`config.mk`:
```
export PLATFORM = sky130hd
export DESIGN_NAME = camera_frame_strobe_generator
export DESIGN_NICKNAME = d
export VERILOG_FILES = /design/src/rtl/cfsg_pkg.sv /design/src/rtl/cfsg_regs.sv /design/src/rtl/cfsg_solver.sv /design/src/rtl/cfsg_window.sv /design/src/rtl/camera_frame_strobe_generator.sv
export SDC_FILE = /design/constraint.sdc
export NUM_CORES = 2
export LEC_CHECK = 0
export BUFFER_PORTS_ARGS = -buffer_cell sky130_fd_sc_hd__buf_2
export CORE_UTILIZATION = 54
export DETAILED_ROUTE_END_ITERATION = 7
export PLACE_DENSITY_LB_ADDON = 0.3
export SYNTH_ARGS = -nofsm -noshare
export SYNTH_HDL_FRONTEND = slang
export SYNTH_HIERARCHICAL = 1
export SYNTH_SLANG_ARGS = --single-unit
export TNS_END_PERCENT = 1
```
`constraint.sdc`:
```
create_clock -name clk -period 8.2 [get_ports clk]
set_input_delay 0 -clock clk [delete_from_list [all_inputs] [get_ports clk]]
set_output_delay 0 -clock clk [all_outputs]
set_load 0.1 [all_outputs]
```
`src/rtl/cfsg_pkg.sv`:
```
// Shared types, widths and codes for the camera frame strobe generator.
`default_nettype none

package cfsg_pkg;

    localparam int SCAN_W     = 24;  // scan counter and 24-bit registers
    localparam int FCNT_W     = 16;  // frame_count
    localparam int PREHEAT_W  = 8;   // preheat_frames
    localparam int MARGIN_W   = 10;  // pre/post margins, up to 1023
    localparam int TRIG_W     = 8;   // trigger width, up to 255
    localparam int FRAME_W    = 18;  // signed frame index, -256 .. 65534
    localparam int FS_W       = 34;  // signed frame start position
    localparam int AFTER_W    = 25;  // active plus post margin
    localparam int NUM_W      = 27;  // signed numerator of the frame solve
    localparam int DIV_W      = 25;  // magnitude and quotient of the solve
    localparam int DIV_CNT_W  = $clog2(DIV_W);
    localparam int CFG_IDX_W  = 3;
    localparam int CFG_DATA_W = 24;

    localparam int NUM_WIN = 3;
    localparam logic [1:0] WIN_LAMP = 2'd0;
    localparam logic [1:0] WIN_SHUT = 2'd1;
    localparam logic [1:0] WIN_TRIG = 2'd2;

    localparam logic SLOT_ORIGIN  = 1'b0;  // state for scan zero
    localparam logic SLOT_CURRENT = 1'b1;  // state for the scan counter

    localparam logic [CFG_IDX_W-1:0] REG_START   = 3'd0;
    localparam logic [CFG_IDX_W-1:0] REG_PERIOD  = 3'd1;
    localparam logic [CFG_IDX_W-1:0] REG_ACTIVE  = 3'd2;
    localparam logic [CFG_IDX_W-1:0] REG_FCOUNT  = 3'd3;
    localparam logic [CFG_IDX_W-1:0] REG_PREHEAT = 3'd4;
    localparam logic [CFG_IDX_W-1:0] REG_TRIGEA  = 3'd5;
    localparam logic [CFG_IDX_W-1:0] REG_TOTAL   = 3'd6;

    localparam logic [SCAN_W-1:0]    RST_START   = 24'd0;
    localparam logic [SCAN_W-1:0]    RST_PERIOD  = 24'd1000;
    localparam logic [SCAN_W-1:0]    RST_ACTIVE  = 24'd100;
    localparam logic [FCNT_W-1:0]    RST_FCOUNT  = 16'd0;
    localparam logic [PREHEAT_W-1:0] RST_PREHEAT = 8'd0;
    localparam logic                 RST_TRIGEA  = 1'b0;
    localparam logic [SCAN_W-1:0]    RST_TOTAL   = 24'd0;

    localparam int DEF_ILLUM_PRE    = 10;
    localparam int DEF_ILLUM_POST   = 10;
    localparam int DEF_SHUTTER_PRE  = 10;
    localparam int DEF_SHUTTER_POST = 10;
    localparam int DEF_TRIG_WIDTH   = 10;

    typedef struct packed {
        logic [SCAN_W-1:0]    start;
        logic [SCAN_W-1:0]    period;
        logic [SCAN_W-1:0]    active;
        logic [FCNT_W-1:0]    frame_count;
        logic [PREHEAT_W-1:0] preheat;
        logic                 trig_each;
        logic [SCAN_W-1:0]    total;
    } cfg_t;

    // One timing window: frames lo .. hi_m1, on from start - lead to start + after.
    typedef struct packed {
        logic                       empty;
        logic signed [FRAME_W-1:0]  lo;
        logic signed [FRAME_W-1:0]  hi_m1;
        logic [MARGIN_W-1:0]        lead;
        logic [AFTER_W-1:0]         after;
    } win_cfg_t;

    typedef struct packed {
        logic                       valid;
        logic                       slot;
        logic [1:0]                 win;
        logic signed [FRAME_W-1:0]  k;
        logic signed [FS_W-1:0]     fs;
    } load_t;

    typedef enum logic [2:0] {
        SOLVE_IDLE,
        SOLVE_LOAD,
        SOLVE_DIV,
        SOLVE_CLAMP,
        SOLVE_MUL,
        SOLVE_STORE
    } solve_state_t;

endpackage

`default_nettype wire

```
`src/rtl/cfsg_regs.sv`:
```
// Configuration registers and the derived per-window frame ranges and margins.
`default_nettype none

module cfsg_regs #(
    parameter int ILLUM_PRE_SCANS    = cfsg_pkg::DEF_ILLUM_PRE,
    parameter int ILLUM_POST_SCANS   = cfsg_pkg::DEF_ILLUM_POST,
    parameter int SHUTTER_PRE_SCANS  = cfsg_pkg::DEF_SHUTTER_PRE,
    parameter int SHUTTER_POST_SCANS = cfsg_pkg::DEF_SHUTTER_POST,
    parameter int TRIGGER_WIDTH      = cfsg_pkg::DEF_TRIG_WIDTH
) (
    input  wire logic                                   clk,
    input  wire logic                                   rst_n,
    input  wire logic                                   cfg_we,
    input  wire logic [cfsg_pkg::CFG_IDX_W-1:0]         cfg_index,
    input  wire logic [cfsg_pkg::CFG_DATA_W-1:0]        cfg_data,
    output cfsg_pkg::cfg_t                              cfg,
    output cfsg_pkg::win_cfg_t [cfsg_pkg::NUM_WIN-1:0]  win_cfg
);

    cfsg_pkg::cfg_t cfg_reg;

    logic signed [cfsg_pkg::FRAME_W-1:0] fc_m1;
    logic signed [cfsg_pkg::FRAME_W-1:0] lamp_lo;
    logic signed [cfsg_pkg::FRAME_W-1:0] trig_hi_m1;

    always_ff @(posedge clk or negedge rst_n)
    begin
        if (!rst_n)
        begin
            cfg_reg.start       <= cfsg_pkg::RST_START;
            cfg_reg.period      <= cfsg_pkg::RST_PERIOD;
            cfg_reg.active      <= cfsg_pkg::RST_ACTIVE;
            cfg_reg.frame_count <= cfsg_pkg::RST_FCOUNT;
            cfg_reg.preheat     <= cfsg_pkg::RST_PREHEAT;
            cfg_reg.trig_each   <= cfsg_pkg::RST_TRIGEA;
            cfg_reg.total       <= cfsg_pkg::RST_TOTAL;
        end
        else if (cfg_we)
        begin
            case (cfg_index)
                cfsg_pkg::REG_START:   cfg_reg.start       <= cfg_data;
                cfsg_pkg::REG_PERIOD:  cfg_reg.period      <= cfg_data;
                cfsg_pkg::REG_ACTIVE:  cfg_reg.active      <= cfg_data;
                cfsg_pkg::REG_FCOUNT:  cfg_reg.frame_count <= cfg_data[cfsg_pkg::FCNT_W-1:0];
                cfsg_pkg::REG_PREHEAT: cfg_reg.preheat     <= cfg_data[cfsg_pkg::PREHEAT_W-1:0];
                cfsg_pkg::REG_TRIGEA:  cfg_reg.trig_each   <= cfg_data[0];
                cfsg_pkg::REG_TOTAL:   cfg_reg.total       <= cfg_data;
                default:               cfg_reg             <= cfg_reg;
            endcase
        end
    end

    assign cfg = cfg_reg;

    always_comb
    begin
        fc_m1   = $signed({2'b00, cfg_reg.frame_count}) - 18'sd1;
        lamp_lo = -$signed({10'd0, cfg_reg.preheat});
        // trigger frames: all real frames, or frame zero alone
        if (cfg_reg.trig_each || cfg_reg.frame_count == '0)
            trig_hi_m1 = fc_m1;
        else
            trig_hi_m1 = '0;

        win_cfg[cfsg_pkg::WIN_LAMP].lo     = lamp_lo;
        win_cfg[cfsg_pkg::WIN_LAMP].hi_m1  = fc_m1;
        win_cfg[cfsg_pkg::WIN_LAMP].empty  = lamp_lo > fc_m1;
        win_cfg[cfsg_pkg::WIN_LAMP].lead   = cfsg_pkg::MARGIN_W'(ILLUM_PRE_SCANS);
        win_cfg[cfsg_pkg::WIN_LAMP].after  = {1'b0, cfg_reg.active}
                                           + cfsg_pkg::AFTER_W'(ILLUM_POST_SCANS);

        win_cfg[cfsg_pkg::WIN_SHUT].lo     = '0;
        win_cfg[cfsg_pkg::WIN_SHUT].hi_m1  = fc_m1;
        win_cfg[cfsg_pkg::WIN_SHUT].empty  = cfg_reg.frame_count == '0;
        win_cfg[cfsg_pkg::WIN_SHUT].lead   = cfsg_pkg::MARGIN_W'(SHUTTER_PRE_SCANS);
        win_cfg[cfsg_pkg::WIN_SHUT].after  = {1'b0, cfg_reg.active}
                                           + cfsg_pkg::AFTER_W'(SHUTTER_POST_SCANS);

        win_cfg[cfsg_pkg::WIN_TRIG].lo     = '0;
        win_cfg[cfsg_pkg::WIN_TRIG].hi_m1  = trig_hi_m1;
        win_cfg[cfsg_pkg::WIN_TRIG].empty  = cfg_reg.frame_count == '0;
        win_cfg[cfsg_pkg::WIN_TRIG].lead   = '0;
        win_cfg[cfsg_pkg::WIN_TRIG].after  = cfsg_pkg::AFTER_W'(TRIGGER_WIDTH);
    end

endmodule

`default_nettype wire

```
`src/rtl/cfsg_solver.sv`:
```
// Sequencer that solves the frame index and frame start of every window after a register write.
`default_nettype none

module cfsg_solver (
    input  wire logic                                   clk,
    input  wire logic                                   rst_n,
    input  wire logic                                   start,
    input  wire logic [cfsg_pkg::SCAN_W-1:0]            scan_count,
    input  wire cfsg_pkg::cfg_t                         cfg,
    input  wire cfsg_pkg::win_cfg_t [cfsg_pkg::NUM_WIN-1:0] win_cfg,
    output logic                                        busy,
    output cfsg_pkg::load_t                             load
);

    cfsg_pkg::solve_state_t state_reg;
    cfsg_pkg::solve_state_t state_next;

    logic                                 slot_reg;
    logic [1:0]                           win_reg;
    logic                                 neg_reg;
    logic [cfsg_pkg::DIV_W-1:0]           quo_reg;
    logic [cfsg_pkg::SCAN_W-1:0]          rem_reg;
    logic [cfsg_pkg::DIV_CNT_W-1:0]       cnt_reg;
    logic signed [cfsg_pkg::FRAME_W-1:0]  k_reg;
    logic signed [cfsg_pkg::FS_W-1:0]     prod_reg;

    cfsg_pkg::win_cfg_t                   wc;
    logic [cfsg_pkg::SCAN_W-1:0]          pos;
    logic signed [cfsg_pkg::NUM_W-1:0]    num;
    logic signed [cfsg_pkg::NUM_W-1:0]    num_neg;
    logic [cfsg_pkg::NUM_W-1:0]           mag_wide;
    logic [cfsg_pkg::DIV_W-1:0]           mag;
    logic [cfsg_pkg::DIV_W-1:0]           r_sh;
    logic                                 r_ge;
    logic [cfsg_pkg::DIV_W-1:0]           r_diff;
    logic signed [cfsg_pkg::DIV_W:0]      q_signed;
    logic signed [cfsg_pkg::FRAME_W-1:0]  lo_m1;
    logic signed [cfsg_pkg::FRAME_W-1:0]  k_next;
    logic signed [cfsg_pkg::FRAME_W+cfsg_pkg::SCAN_W:0] product;
    logic                                 last_job;
    logic                                 per_zero;

    always_comb
    begin
        case (win_reg)
            cfsg_pkg::WIN_LAMP: wc = win_cfg[cfsg_pkg::WIN_LAMP];
            cfsg_pkg::WIN_SHUT: wc = win_cfg[cfsg_pkg::WIN_SHUT];
            cfsg_pkg::WIN_TRIG: wc = win_cfg[cfsg_pkg::WIN_TRIG];
            default:            wc = '0;
        endcase
    end

    assign per_zero = cfg.period == '0;
    assign pos      = (slot_reg == cfsg_pkg::SLOT_CURRENT) ? scan_count : '0;
    assign last_job = (slot_reg == cfsg_pkg::SLOT_CURRENT) && (win_reg == cfsg_pkg::WIN_TRIG);

    // floor((pos + lead - start) / period), negative side as a ceiling of the magnitude
    always_comb
    begin
        num      = $signed({3'b000, pos}) + $signed({17'd0, wc.lead})
                 - $signed({3'b000, cfg.start});
        num_neg  = -num;
        if (num[cfsg_pkg::NUM_W-1])
            mag_wide = num_neg + {3'b000, cfg.period} - 27'd1;
        else
            mag_wide = num;
        mag      = mag_wide[cfsg_pkg::DIV_W-1:0];
    end

    // one quotient bit per cycle
    always_comb
    begin
        r_sh   = {rem_reg, quo_reg[cfsg_pkg::DIV_W-1]};
        r_ge   = r_sh >= {1'b0, cfg.period};
        r_diff = r_sh - {1'b0, cfg.period};
    end

    always_comb
    begin
        if (neg_reg)
            q_signed = -$signed({1'b0, quo_reg});
        else
            q_signed = $signed({1'b0, quo_reg});
        lo_m1 = wc.lo - 18'sd1;
        if (per_zero)
            k_next = wc.hi_m1;
        else if (q_signed < lo_m1)
            k_next = lo_m1;
        else if (q_signed > wc.hi_m1)
            k_next = wc.hi_m1;
        else
            k_next = q_signed[cfsg_pkg::FRAME_W-1:0];
    end

    assign product = k_reg * $signed({1'b0, cfg.period});

    always_comb
    begin
        state_next = state_reg;
        case (state_reg)
            cfsg_pkg::SOLVE_IDLE:  state_next = cfsg_pkg::SOLVE_IDLE;
            cfsg_pkg::SOLVE_LOAD:  state_next = per_zero ? cfsg_pkg::SOLVE_CLAMP
                                                         : cfsg_pkg::SOLVE_DIV;
            cfsg_pkg::SOLVE_DIV:
            begin
                if (cnt_reg == cfsg_pkg::DIV_CNT_W'(cfsg_pkg::DIV_W - 1))
                    state_next = cfsg_pkg::SOLVE_CLAMP;
            end
            cfsg_pkg::SOLVE_CLAMP: state_next = cfsg_pkg::SOLVE_MUL;
            cfsg_pkg::SOLVE_MUL:   state_next = cfsg_pkg::SOLVE_STORE;
            cfsg_pkg::SOLVE_STORE: state_next = last_job ? cfsg_pkg::SOLVE_IDLE
                                                         : cfsg_pkg::SOLVE_LOAD;
            default:               state_next = cfsg_pkg::SOLVE_IDLE;
        endcase
        // a new register write restarts the whole solve
        if (start)
            state_next = cfsg_pkg::SOLVE_LOAD;
    end

    always_comb
    begin
        busy       = state_reg != cfsg_pkg::SOLVE_IDLE;
        load.valid = state_reg == cfsg_pkg::SOLVE_STORE;
        load.slot  = slot_reg;
        load.win   = win_reg;
        load.k     = k_reg;
        load.fs    = $signed({10'd0, cfg.start}) + prod_reg;
    end

    always_ff @(posedge clk or negedge rst_n)
    begin
        if (!rst_n)
            state_reg <= cfsg_pkg::SOLVE_IDLE;
        else
            state_reg <= state_next;
    end

    always_ff @(posedge clk or negedge rst_n)
    begin
        if (!rst_n)
        begin
            slot_reg <= cfsg_pkg::SLOT_ORIGIN;
            win_reg  <= cfsg_pkg::WIN_LAMP;
            cnt_reg  <= '0;
        end
        else if (start)
        begin
            slot_reg <= cfsg_pkg::SLOT_ORIGIN;
            win_reg  <= cfsg_pkg::WIN_LAMP;
        end
        else
        begin
            case (state_reg)
                cfsg_pkg::SOLVE_LOAD:  cnt_reg <= '0;
                cfsg_pkg::SOLVE_DIV:   cnt_reg <= cnt_reg + 1'b1;
                cfsg_pkg::SOLVE_STORE:
                begin
                    if (win_reg == cfsg_pkg::WIN_TRIG)
                    begin
                        win_reg  <= cfsg_pkg::WIN_LAMP;
                        slot_reg <= cfsg_pkg::SLOT_CURRENT;
                    end
                    else
                        win_reg <= win_reg + 2'd1;
                end
                default:               cnt_reg <= cnt_reg;
            endcase
        end
    end

    always_ff @(posedge clk)
    begin
        case (state_reg)
            cfsg_pkg::SOLVE_LOAD:
            begin
                quo_reg <= mag;
                rem_reg <= '0;
                neg_reg <= num[cfsg_pkg::NUM_W-1];
            end
            cfsg_pkg::SOLVE_DIV:
            begin
                quo_reg <= {quo_reg[cfsg_pkg::DIV_W-2:0], r_ge};
                rem_reg <= r_ge ? r_diff[cfsg_pkg::SCAN_W-1:0] : r_sh[cfsg_pkg::SCAN_W-1:0];
            end
            cfsg_pkg::SOLVE_CLAMP: k_reg    <= k_next;
            cfsg_pkg::SOLVE_MUL:   prod_reg <= product[cfsg_pkg::FS_W-1:0];
            default:               k_reg    <= k_reg;
        endcase
    end

endmodule

`default_nettype wire

```
`src/rtl/cfsg_window.sv`:
```
// One timing window: tracks the governing frame scan by scan and flags a hit.
`default_nettype none

module cfsg_window (
    input  wire logic                         clk,
    input  wire logic                         rst_n,
    input  wire cfsg_pkg::win_cfg_t           wcfg,
    input  wire logic [cfsg_pkg::SCAN_W-1:0]  period,
    input  wire logic                         load_en,
    input  wire cfsg_pkg::load_t              load,
    input  wire logic                         step,
    input  wire logic                         restart,
    input  wire logic                         wrap,
    input  wire logic [cfsg_pkg::SCAN_W-1:0]  pos,
    output logic                              hit
);

    // origin: state for scan zero; current: state for the scan counter
    logic signed [cfsg_pkg::FRAME_W-1:0] k_org_reg;
    logic signed [cfsg_pkg::FS_W-1:0]    fs_org_reg;
    logic signed [cfsg_pkg::FRAME_W-1:0] k_cur_reg;
    logic signed [cfsg_pkg::FS_W-1:0]    fs_cur_reg;

    logic signed [cfsg_pkg::FRAME_W-1:0] k_sel;
    logic signed [cfsg_pkg::FS_W-1:0]    fs_sel;
    logic signed [cfsg_pkg::FS_W-1:0]    p_ext;
    logic signed [cfsg_pkg::FS_W-1:0]    p_early;
    logic signed [cfsg_pkg::FS_W-1:0]    fs_end;
    logic signed [cfsg_pkg::FS_W-1:0]    fs_nxt;
    logic                                adv;
    logic signed [cfsg_pkg::FRAME_W-1:0] k_next;
    logic signed [cfsg_pkg::FS_W-1:0]    fs_next;

    always_comb
    begin
        k_sel   = restart ? k_org_reg : k_cur_reg;
        fs_sel  = restart ? fs_org_reg : fs_cur_reg;
        p_ext   = $signed({10'd0, pos});
        p_early = p_ext + $signed({24'd0, wcfg.lead});
        fs_end  = fs_sel + $signed({9'd0, wcfg.after});
        fs_nxt  = fs_sel + $signed({10'd0, period});

        hit = !wcfg.empty && (k_sel >= wcfg.lo) && (fs_sel <= p_early) && (p_ext < fs_end);

        // next frame becomes governing once its early edge is reached
        adv = (period != '0) && (k_sel < wcfg.hi_m1) && (p_early + 34'sd1 >= fs_nxt);

        if (wrap)
        begin
            k_next  = k_org_reg;
            fs_next = fs_org_reg;
        end
        else if (adv)
        begin
            k_next  = k_sel + 18'sd1;
            fs_next = fs_nxt;
        end
        else
        begin
            k_next  = k_sel;
            fs_next = fs_sel;
        end
    end

    always_ff @(posedge clk or negedge rst_n)
    begin
        if (!rst_n)
        begin
            k_org_reg  <= '0;
            fs_org_reg <= '0;
            k_cur_reg  <= '0;
            fs_cur_reg <= '0;
        end
        else if (load_en)
        begin
            if (load.slot == cfsg_pkg::SLOT_ORIGIN)
            begin
                k_org_reg  <= load.k;
                fs_org_reg <= load.fs;
            end
            else
            begin
                k_cur_reg  <= load.k;
                fs_cur_reg <= load.fs;
            end
        end
        else if (step)
        begin
            k_cur_reg  <= k_next;
            fs_cur_reg <= fs_next;
        end
    end

endmodule

`default_nettype wire

```
`src/rtl/camera_frame_strobe_generator.sv`:
```
// Top level: scan counter, window lanes, register file, solver and result register.
//
// One input beat per scan (restart clears the scan position first); one result
// beat per input beat carrying lamp, shutter and trigger levels, the scan
// position and record_done. Both channels use valid/stall.
// The result beat is registered in the cycle after its input beat, and a new
// beat is taken every cycle unless item_stall is high: each window lane steps
// its frame index and frame start by at most one frame per scan, so one add and
// compare per lane sits between the state registers and the result register.
// A register write (cfg_we) starts the frame solver, which works out the
// governing frame of each of the three windows for scan zero and for the
// current scan counter with a one-bit-per-cycle divider in six solves (the
// divide is skipped with a zero period). item_stall is high meanwhile.
// After reset the registers hold their reset values, the scan counter is zero
// and no solve is needed. When the result side stalls, the result register
// holds and item_stall follows result_stall, so no beat is lost.
`default_nettype none

module camera_frame_strobe_generator #(
    parameter int ILLUM_PRE_SCANS    = cfsg_pkg::DEF_ILLUM_PRE,
    parameter int ILLUM_POST_SCANS   = cfsg_pkg::DEF_ILLUM_POST,
    parameter int SHUTTER_PRE_SCANS  = cfsg_pkg::DEF_SHUTTER_PRE,
    parameter int SHUTTER_POST_SCANS = cfsg_pkg::DEF_SHUTTER_POST,
    parameter int TRIGGER_WIDTH      = cfsg_pkg::DEF_TRIG_WIDTH
) (
    input  wire logic                               clk,
    input  wire logic                               rst_n,
    input  wire logic                               cfg_we,
    input  wire logic [cfsg_pkg::CFG_IDX_W-1:0]     cfg_index,
    input  wire logic [cfsg_pkg::CFG_DATA_W-1:0]    cfg_data,
    input  wire logic                               item_valid,
    output logic                                    item_stall,
    input  wire logic                               restart,
    output logic                                    result_valid,
    input  wire logic                               result_stall,
    output logic                                    lamp_on,
    output logic                                    shutter_open,
    output logic                                    trigger_high,
    output logic [cfsg_pkg::SCAN_W-1:0]             scan_position,
    output logic                                    record_done
);

    cfsg_pkg::cfg_t                              cfg;
    cfsg_pkg::win_cfg_t [cfsg_pkg::NUM_WIN-1:0]  win_cfg;
    cfsg_pkg::load_t                             load;
    logic                                        solver_busy;

    logic [cfsg_pkg::SCAN_W-1:0] scan_reg;
    logic                        valid_reg;
    logic                        lamp_reg;
    logic                        shut_reg;
    logic                        trig_reg;
    logic [cfsg_pkg::SCAN_W-1:0] pos_reg;
    logic                        done_reg;

    logic                        accept;
    logic [cfsg_pkg::SCAN_W-1:0] pos;
    logic                        wrap;
    logic                        lamp_hit;
    logic                        shut_hit;
    logic                        trig_hit;
    logic                        win_gate;
    logic                        trig_gate;

    cfsg_regs #(
        .ILLUM_PRE_SCANS    (ILLUM_PRE_SCANS),
        .ILLUM_POST_SCANS   (ILLUM_POST_SCANS),
        .SHUTTER_PRE_SCANS  (SHUTTER_PRE_SCANS),
        .SHUTTER_POST_SCANS (SHUTTER_POST_SCANS),
        .TRIGGER_WIDTH      (TRIGGER_WIDTH)
    ) u_regs (
        .clk       (clk),
        .rst_n     (rst_n),
        .cfg_we    (cfg_we),
        .cfg_index (cfg_index),
        .cfg_data  (cfg_data),
        .cfg       (cfg),
        .win_cfg   (win_cfg)
    );

    cfsg_solver u_solver (
        .clk        (clk),
        .rst_n      (rst_n),
        .start      (cfg_we),
        .scan_count (scan_reg),
        .cfg        (cfg),
        .win_cfg    (win_cfg),
        .busy       (solver_busy),
        .load       (load)
    );

    assign item_stall = solver_busy || (valid_reg && result_stall);
    assign accept     = item_valid && !item_stall;
    assign pos        = restart ? '0 : scan_reg;
    assign wrap       = pos == '1;

    cfsg_window u_lamp (
        .clk     (clk),
        .rst_n   (rst_n),
        .wcfg    (win_cfg[cfsg_pkg::WIN_LAMP]),
        .period  (cfg.period),
        .load_en (load.valid && load.win == cfsg_pkg::WIN_LAMP),
        .load    (load),
        .step    (accept),
        .restart (restart),
        .wrap    (wrap),
        .pos     (pos),
        .hit     (lamp_hit)
    );

    cfsg_window u_shut (
        .clk     (clk),
        .rst_n   (rst_n),
        .wcfg    (win_cfg[cfsg_pkg::WIN_SHUT]),
        .period  (cfg.period),
        .load_en (load.valid && load.win == cfsg_pkg::WIN_SHUT),
        .load    (load),
        .step    (accept),
        .restart (restart),
        .wrap    (wrap),
        .pos     (pos),
        .hit     (shut_hit)
    );

    cfsg_window u_trig (
        .clk     (clk),
        .rst_n   (rst_n),
        .wcfg    (win_cfg[cfsg_pkg::WIN_TRIG]),
        .period  (cfg.period),
        .load_en (load.valid && load.win == cfsg_pkg::WIN_TRIG),
        .load    (load),
        .step    (accept),
        .restart (restart),
        .wrap    (wrap),
        .pos     (pos),
        .hit     (trig_hit)
    );

    // lamp and shutter stop two scans before the record end, trigger at the end
    assign win_gate  = ({1'b0, pos} + 25'd2) < {1'b0, cfg.total};
    assign trig_gate = pos < cfg.total;

    always_ff @(posedge clk or negedge rst_n)
    begin
        if (!rst_n)
        begin
            scan_reg  <= '0;
            valid_reg <= 1'b0;
        end
        else if (accept)
        begin
            scan_reg  <= pos + 1'b1;
            valid_reg <= 1'b1;
        end
        else if (!result_stall)
            valid_reg <= 1'b0;
    end

    always_ff @(posedge clk)
    begin
        if (accept)
        begin
            lamp_reg <= lamp_hit && win_gate;
            shut_reg <= shut_hit && win_gate;
            trig_reg <= trig_hit && trig_gate;
            pos_reg  <= pos;
            done_reg <= !trig_gate;
        end
    end

    assign result_valid  = valid_reg;
    assign lamp_on       = lamp_reg;
    assign shutter_open  = shut_reg;
    assign trigger_high  = trig_reg;
    assign scan_position = pos_reg;
    assign record_done   = done_reg;

    a_accept_gives_beat: assert property (@(posedge clk) disable iff (!rst_n)
        accept |=> valid_reg && pos_reg == $past(pos))
        else $error("accepted beat did not reach the result register");

    a_scan_advance: assert property (@(posedge clk) disable iff (!rst_n)
        accept |=> scan_reg == $past(pos) + 1'b1)
        else $error("scan counter did not advance past the emitted scan");

    a_no_beat_while_solving: assert property (@(posedge clk) disable iff (!rst_n)
        cfg_we |=> solver_busy && !accept)
        else $error("beat taken while frame solve pending");

    a_levels_before_end: assert property (@(posedge clk) disable iff (!rst_n)
        valid_reg && (lamp_reg || shut_reg || trig_reg) |-> !done_reg)
        else $error("line level high after record end");

endmodule

`default_nettype wire

```
==> flow_metrics.py <==
metrics = {
    "status": {
        "status": "finished, final reports clean",
    },
    "finish": {
        "final_nets": 9917,
        "synthToLayoutAreaGrowth_pct": 6.84,
        "fin_area_um2": 80600,
        "largest_register_ffs": 121,
        "nFillCells": 12400,
        "layout-drive-gt1-share_pct": 10.7,
    },
    "global_route": {
        "grt_overflow": 0,
        "first_global_vias": 65800,
        "grt_pass1_wl_mm": 427,
        "track_usage_pct": 40.6,
        "antenna_found_initial": 33,
        "grt_start_max_net_pins": 162,
    },
    "min_path": {
        "hold_start": "cfg_data[20]",
        "hold_path_class": "in2reg",
    },
    "place": {
        "gp_congestion": 1.04,
        "hpwl_mm": 224,
        "placed_cell_area_um2": 77500,
        "io_buffers": 62,
    },
    "logic_synthesis": {
        "synth-simple-area-share_pct": 17.8,
        "yosys.area.top_type_share_pct": 15.3,
        "synth_top_cell_by_area": "dfrtp_1",
        "synth_seq_area_share_pct": 20.8,
        "ys_types": 130,
        "synthTopCellsByArea": "dfrtp_1 (15%), ha_1 (14%), fa_1 (9.3%)",
        "yosys_register_bits": 599,
        "synth_flop_cell": "dfrtp_1",
        "synth_xor_xnor_area_share_pct": 6.05,
        "yosys-top-cells-count": "inv_1 (860), ha_1 (846), nand2_1 (730), a21oi_1 (527), nor2_1 (494)",
        "synthMostInstantiatedCell": "inv_1",
        "synth_edf_count": 130,
        "synth_top_family_by_area": "adder cells",
        "synth_warnings": 6,
        "netlist_area_um2": 75400,
        "synth_fa_ha_area_share_pct": 23.3,
        "synth_mux_area_share_pct": 7.78,
        "syn_area_per_cell_um2": 8.66,
        "synth_compound_area_share_pct": 16.6,
        "synthCells": 8707,
        "synthArstFlopShare_pct": 78.3,
    },
    "routing": {
        "totalWireLength_mm": 290,
        "drtAntennaViolNets": 0,
        "wl_per_cell_um": 27.3,
        "drt_first_iter_violations": 8456,
        "viasPerCell": 6.46,
        "dr.pass1.iters": 6,
        "vias": 68800,
        "post-route-drc-count": 0,
    },
    "flow_run": {
        "cap_violations": 0,
    },
    "clock_tree": {
        "insertion_delay_ps": 710,
        "postCtsSetupRepairBufs": 0,
        "htree_levels": 3,
        "clockBufferDepth": 3,
        "cts_root_buf": "clkbuf_16",
        "clk_pin_slew_ps": 60,
        "cts_tree": "built",
        "cts_made_buffers": 78,
        "clock-sinks": 599,
    },
    "floorplan": {
        "core-area_um2": 138000,
        "start_util_pct": 54.6,
        "die_area_um2": 141000,
        "fp.dieW_um": 376,
        "io_pins": 63,
        "rows": 136,
        "chipHeight_um": 376,
    },
    "timing": {
        "fin_crit_sh_pct": 92.2,
        "worst_pin_slew_ps": 1390,
        "drv_slew": 0,
        "clock-skew-final_ps": 34.8,
        "setup_viol": 0,
        "max_slew_margin_pct": 7.19,
        "clock.fmax_mhz": 132,
        "layout_min_cycle_time_ps": 7560,
        "hold_viol_final": 0,
        "setup_tns_ps": 0,
        "rsz0062_at_grt": "false",
        "whs_ps": 171,
    },
    "worst_setup_path": {
        "rr_startpoint": "scan_reg[2]",
        "path_max_fanout": 34,
        "crit_type": "reg2reg",
        "cp_data_required_time_ps": 8830,
        "startpoint_type": "flip-flop",
        "crit_arrival_ps": 8200,
        "cp-end-kind": "flip-flop",
        "crit_start": "scan_reg[2]",
    },
}
cell families after synthesis:
group	Yosys count
buf+inv	1334
simple gates	2636
other cells	5
xor+xnor	518
fa+ha+maj	1197
mux	537
compound gates	1881
flops	599
per-stage QoR:
step,cells,util [%],worst slack (ps)
global route,10600,58.4,47.2
global placement,10400,56.1,844
floorplan,8796,-,961
finish,10600,58.4,636
detailed placement,10400,56.1,789
CTS,10600,58.3,736
cell type report:
cell class,count,area [um2],share of cell area (%)
multi-input combinational,6863,54500,67.6
sequential,599,15700,19.5
inverter,865,3250,4.03
tap,1863,2330,2.89
clock buffer,109,2270,2.82
timing repair buffer,281,2120,2.63
clock inverter,35,390,0.485
antenna,24,60.1,0.0746
worst paths after layout:
path / to / slack, ps / depth (start not counted)
setup / recovery: u_lamp/k_cur_reg[3] / 640 / 25
max in group asynchronous: u_trig/fs_org_reg[25] / 6150 / 5
hold / removal: u_regs/cfg[117] / 170 / 3
hold reg to reg: u_shut/fs_cur_reg[33] / 500 / 1
min in group asynchronous: u_solver/cnt_reg[3] / 510 / 4
setup reg to reg: u_lamp/k_cur_reg[3] / 640 / 25
critical path: stages (launching register included):
cell       delay (ps)
dfrtp_1           440
nor2b_1           170
buf_4             250
ha_1              380
nor2b_1           140
o21ai_0           320
o211ai_1          200
a311oi_1          610
nor2_4            140
xnor2_1           230
or3_1             450
nor3_1            270
a31oi_1            90
xnor2_1           160
ha_1              310
nand4_1           200
a2111oi_0         710
nor4_1            100
buf_4             180
a211oi_1          310
nor3_1            210
nor4_4            510
a31oi_4           140
buf_4             300
or4_1             520
nand3_1           110
placed cells by master (no fill, tap or decap), types with 77 or more instances in the layout:
master     instances
inv_1            859
ha_1             846
nand2_1          730
a21oi_1          524
nor2_1           487
dfrtp_1          449
mux2_2           386
o21ai_0          366
fa_1             350
xnor2_1          316
nand3_1          250
a21o_1           206
xor2_1           199
and2_1           189
buf_4            180
mux2i_1          148
nor3_1           138
and3_1           134
edfxtp_1         130
nand4_1          127
or3_1            107
nor2b_1           96
conb_1            94
o21a_1            83
nand2b_1          82
clkbuf_16         80
nor4_1            78
a221oi_1          77
per-layer routing:
layer	global-route usage, %	wire [um]
met1	53.6	117000
met2	58.1	120000
met3	9.58	30800
met4	28.7	23200
met5	0	29
repair_timing:
action	4_1_cts	5_1_grt
hold buffers	36	0
gates resized for setup	0	0
hold endpoints to repair	230	0
endpoints found under the setup margin	0	0
Power is left out: the tool's default activity adds up to more than one toggle a clock period on the data nets, which glitch-free logic cannot reach.
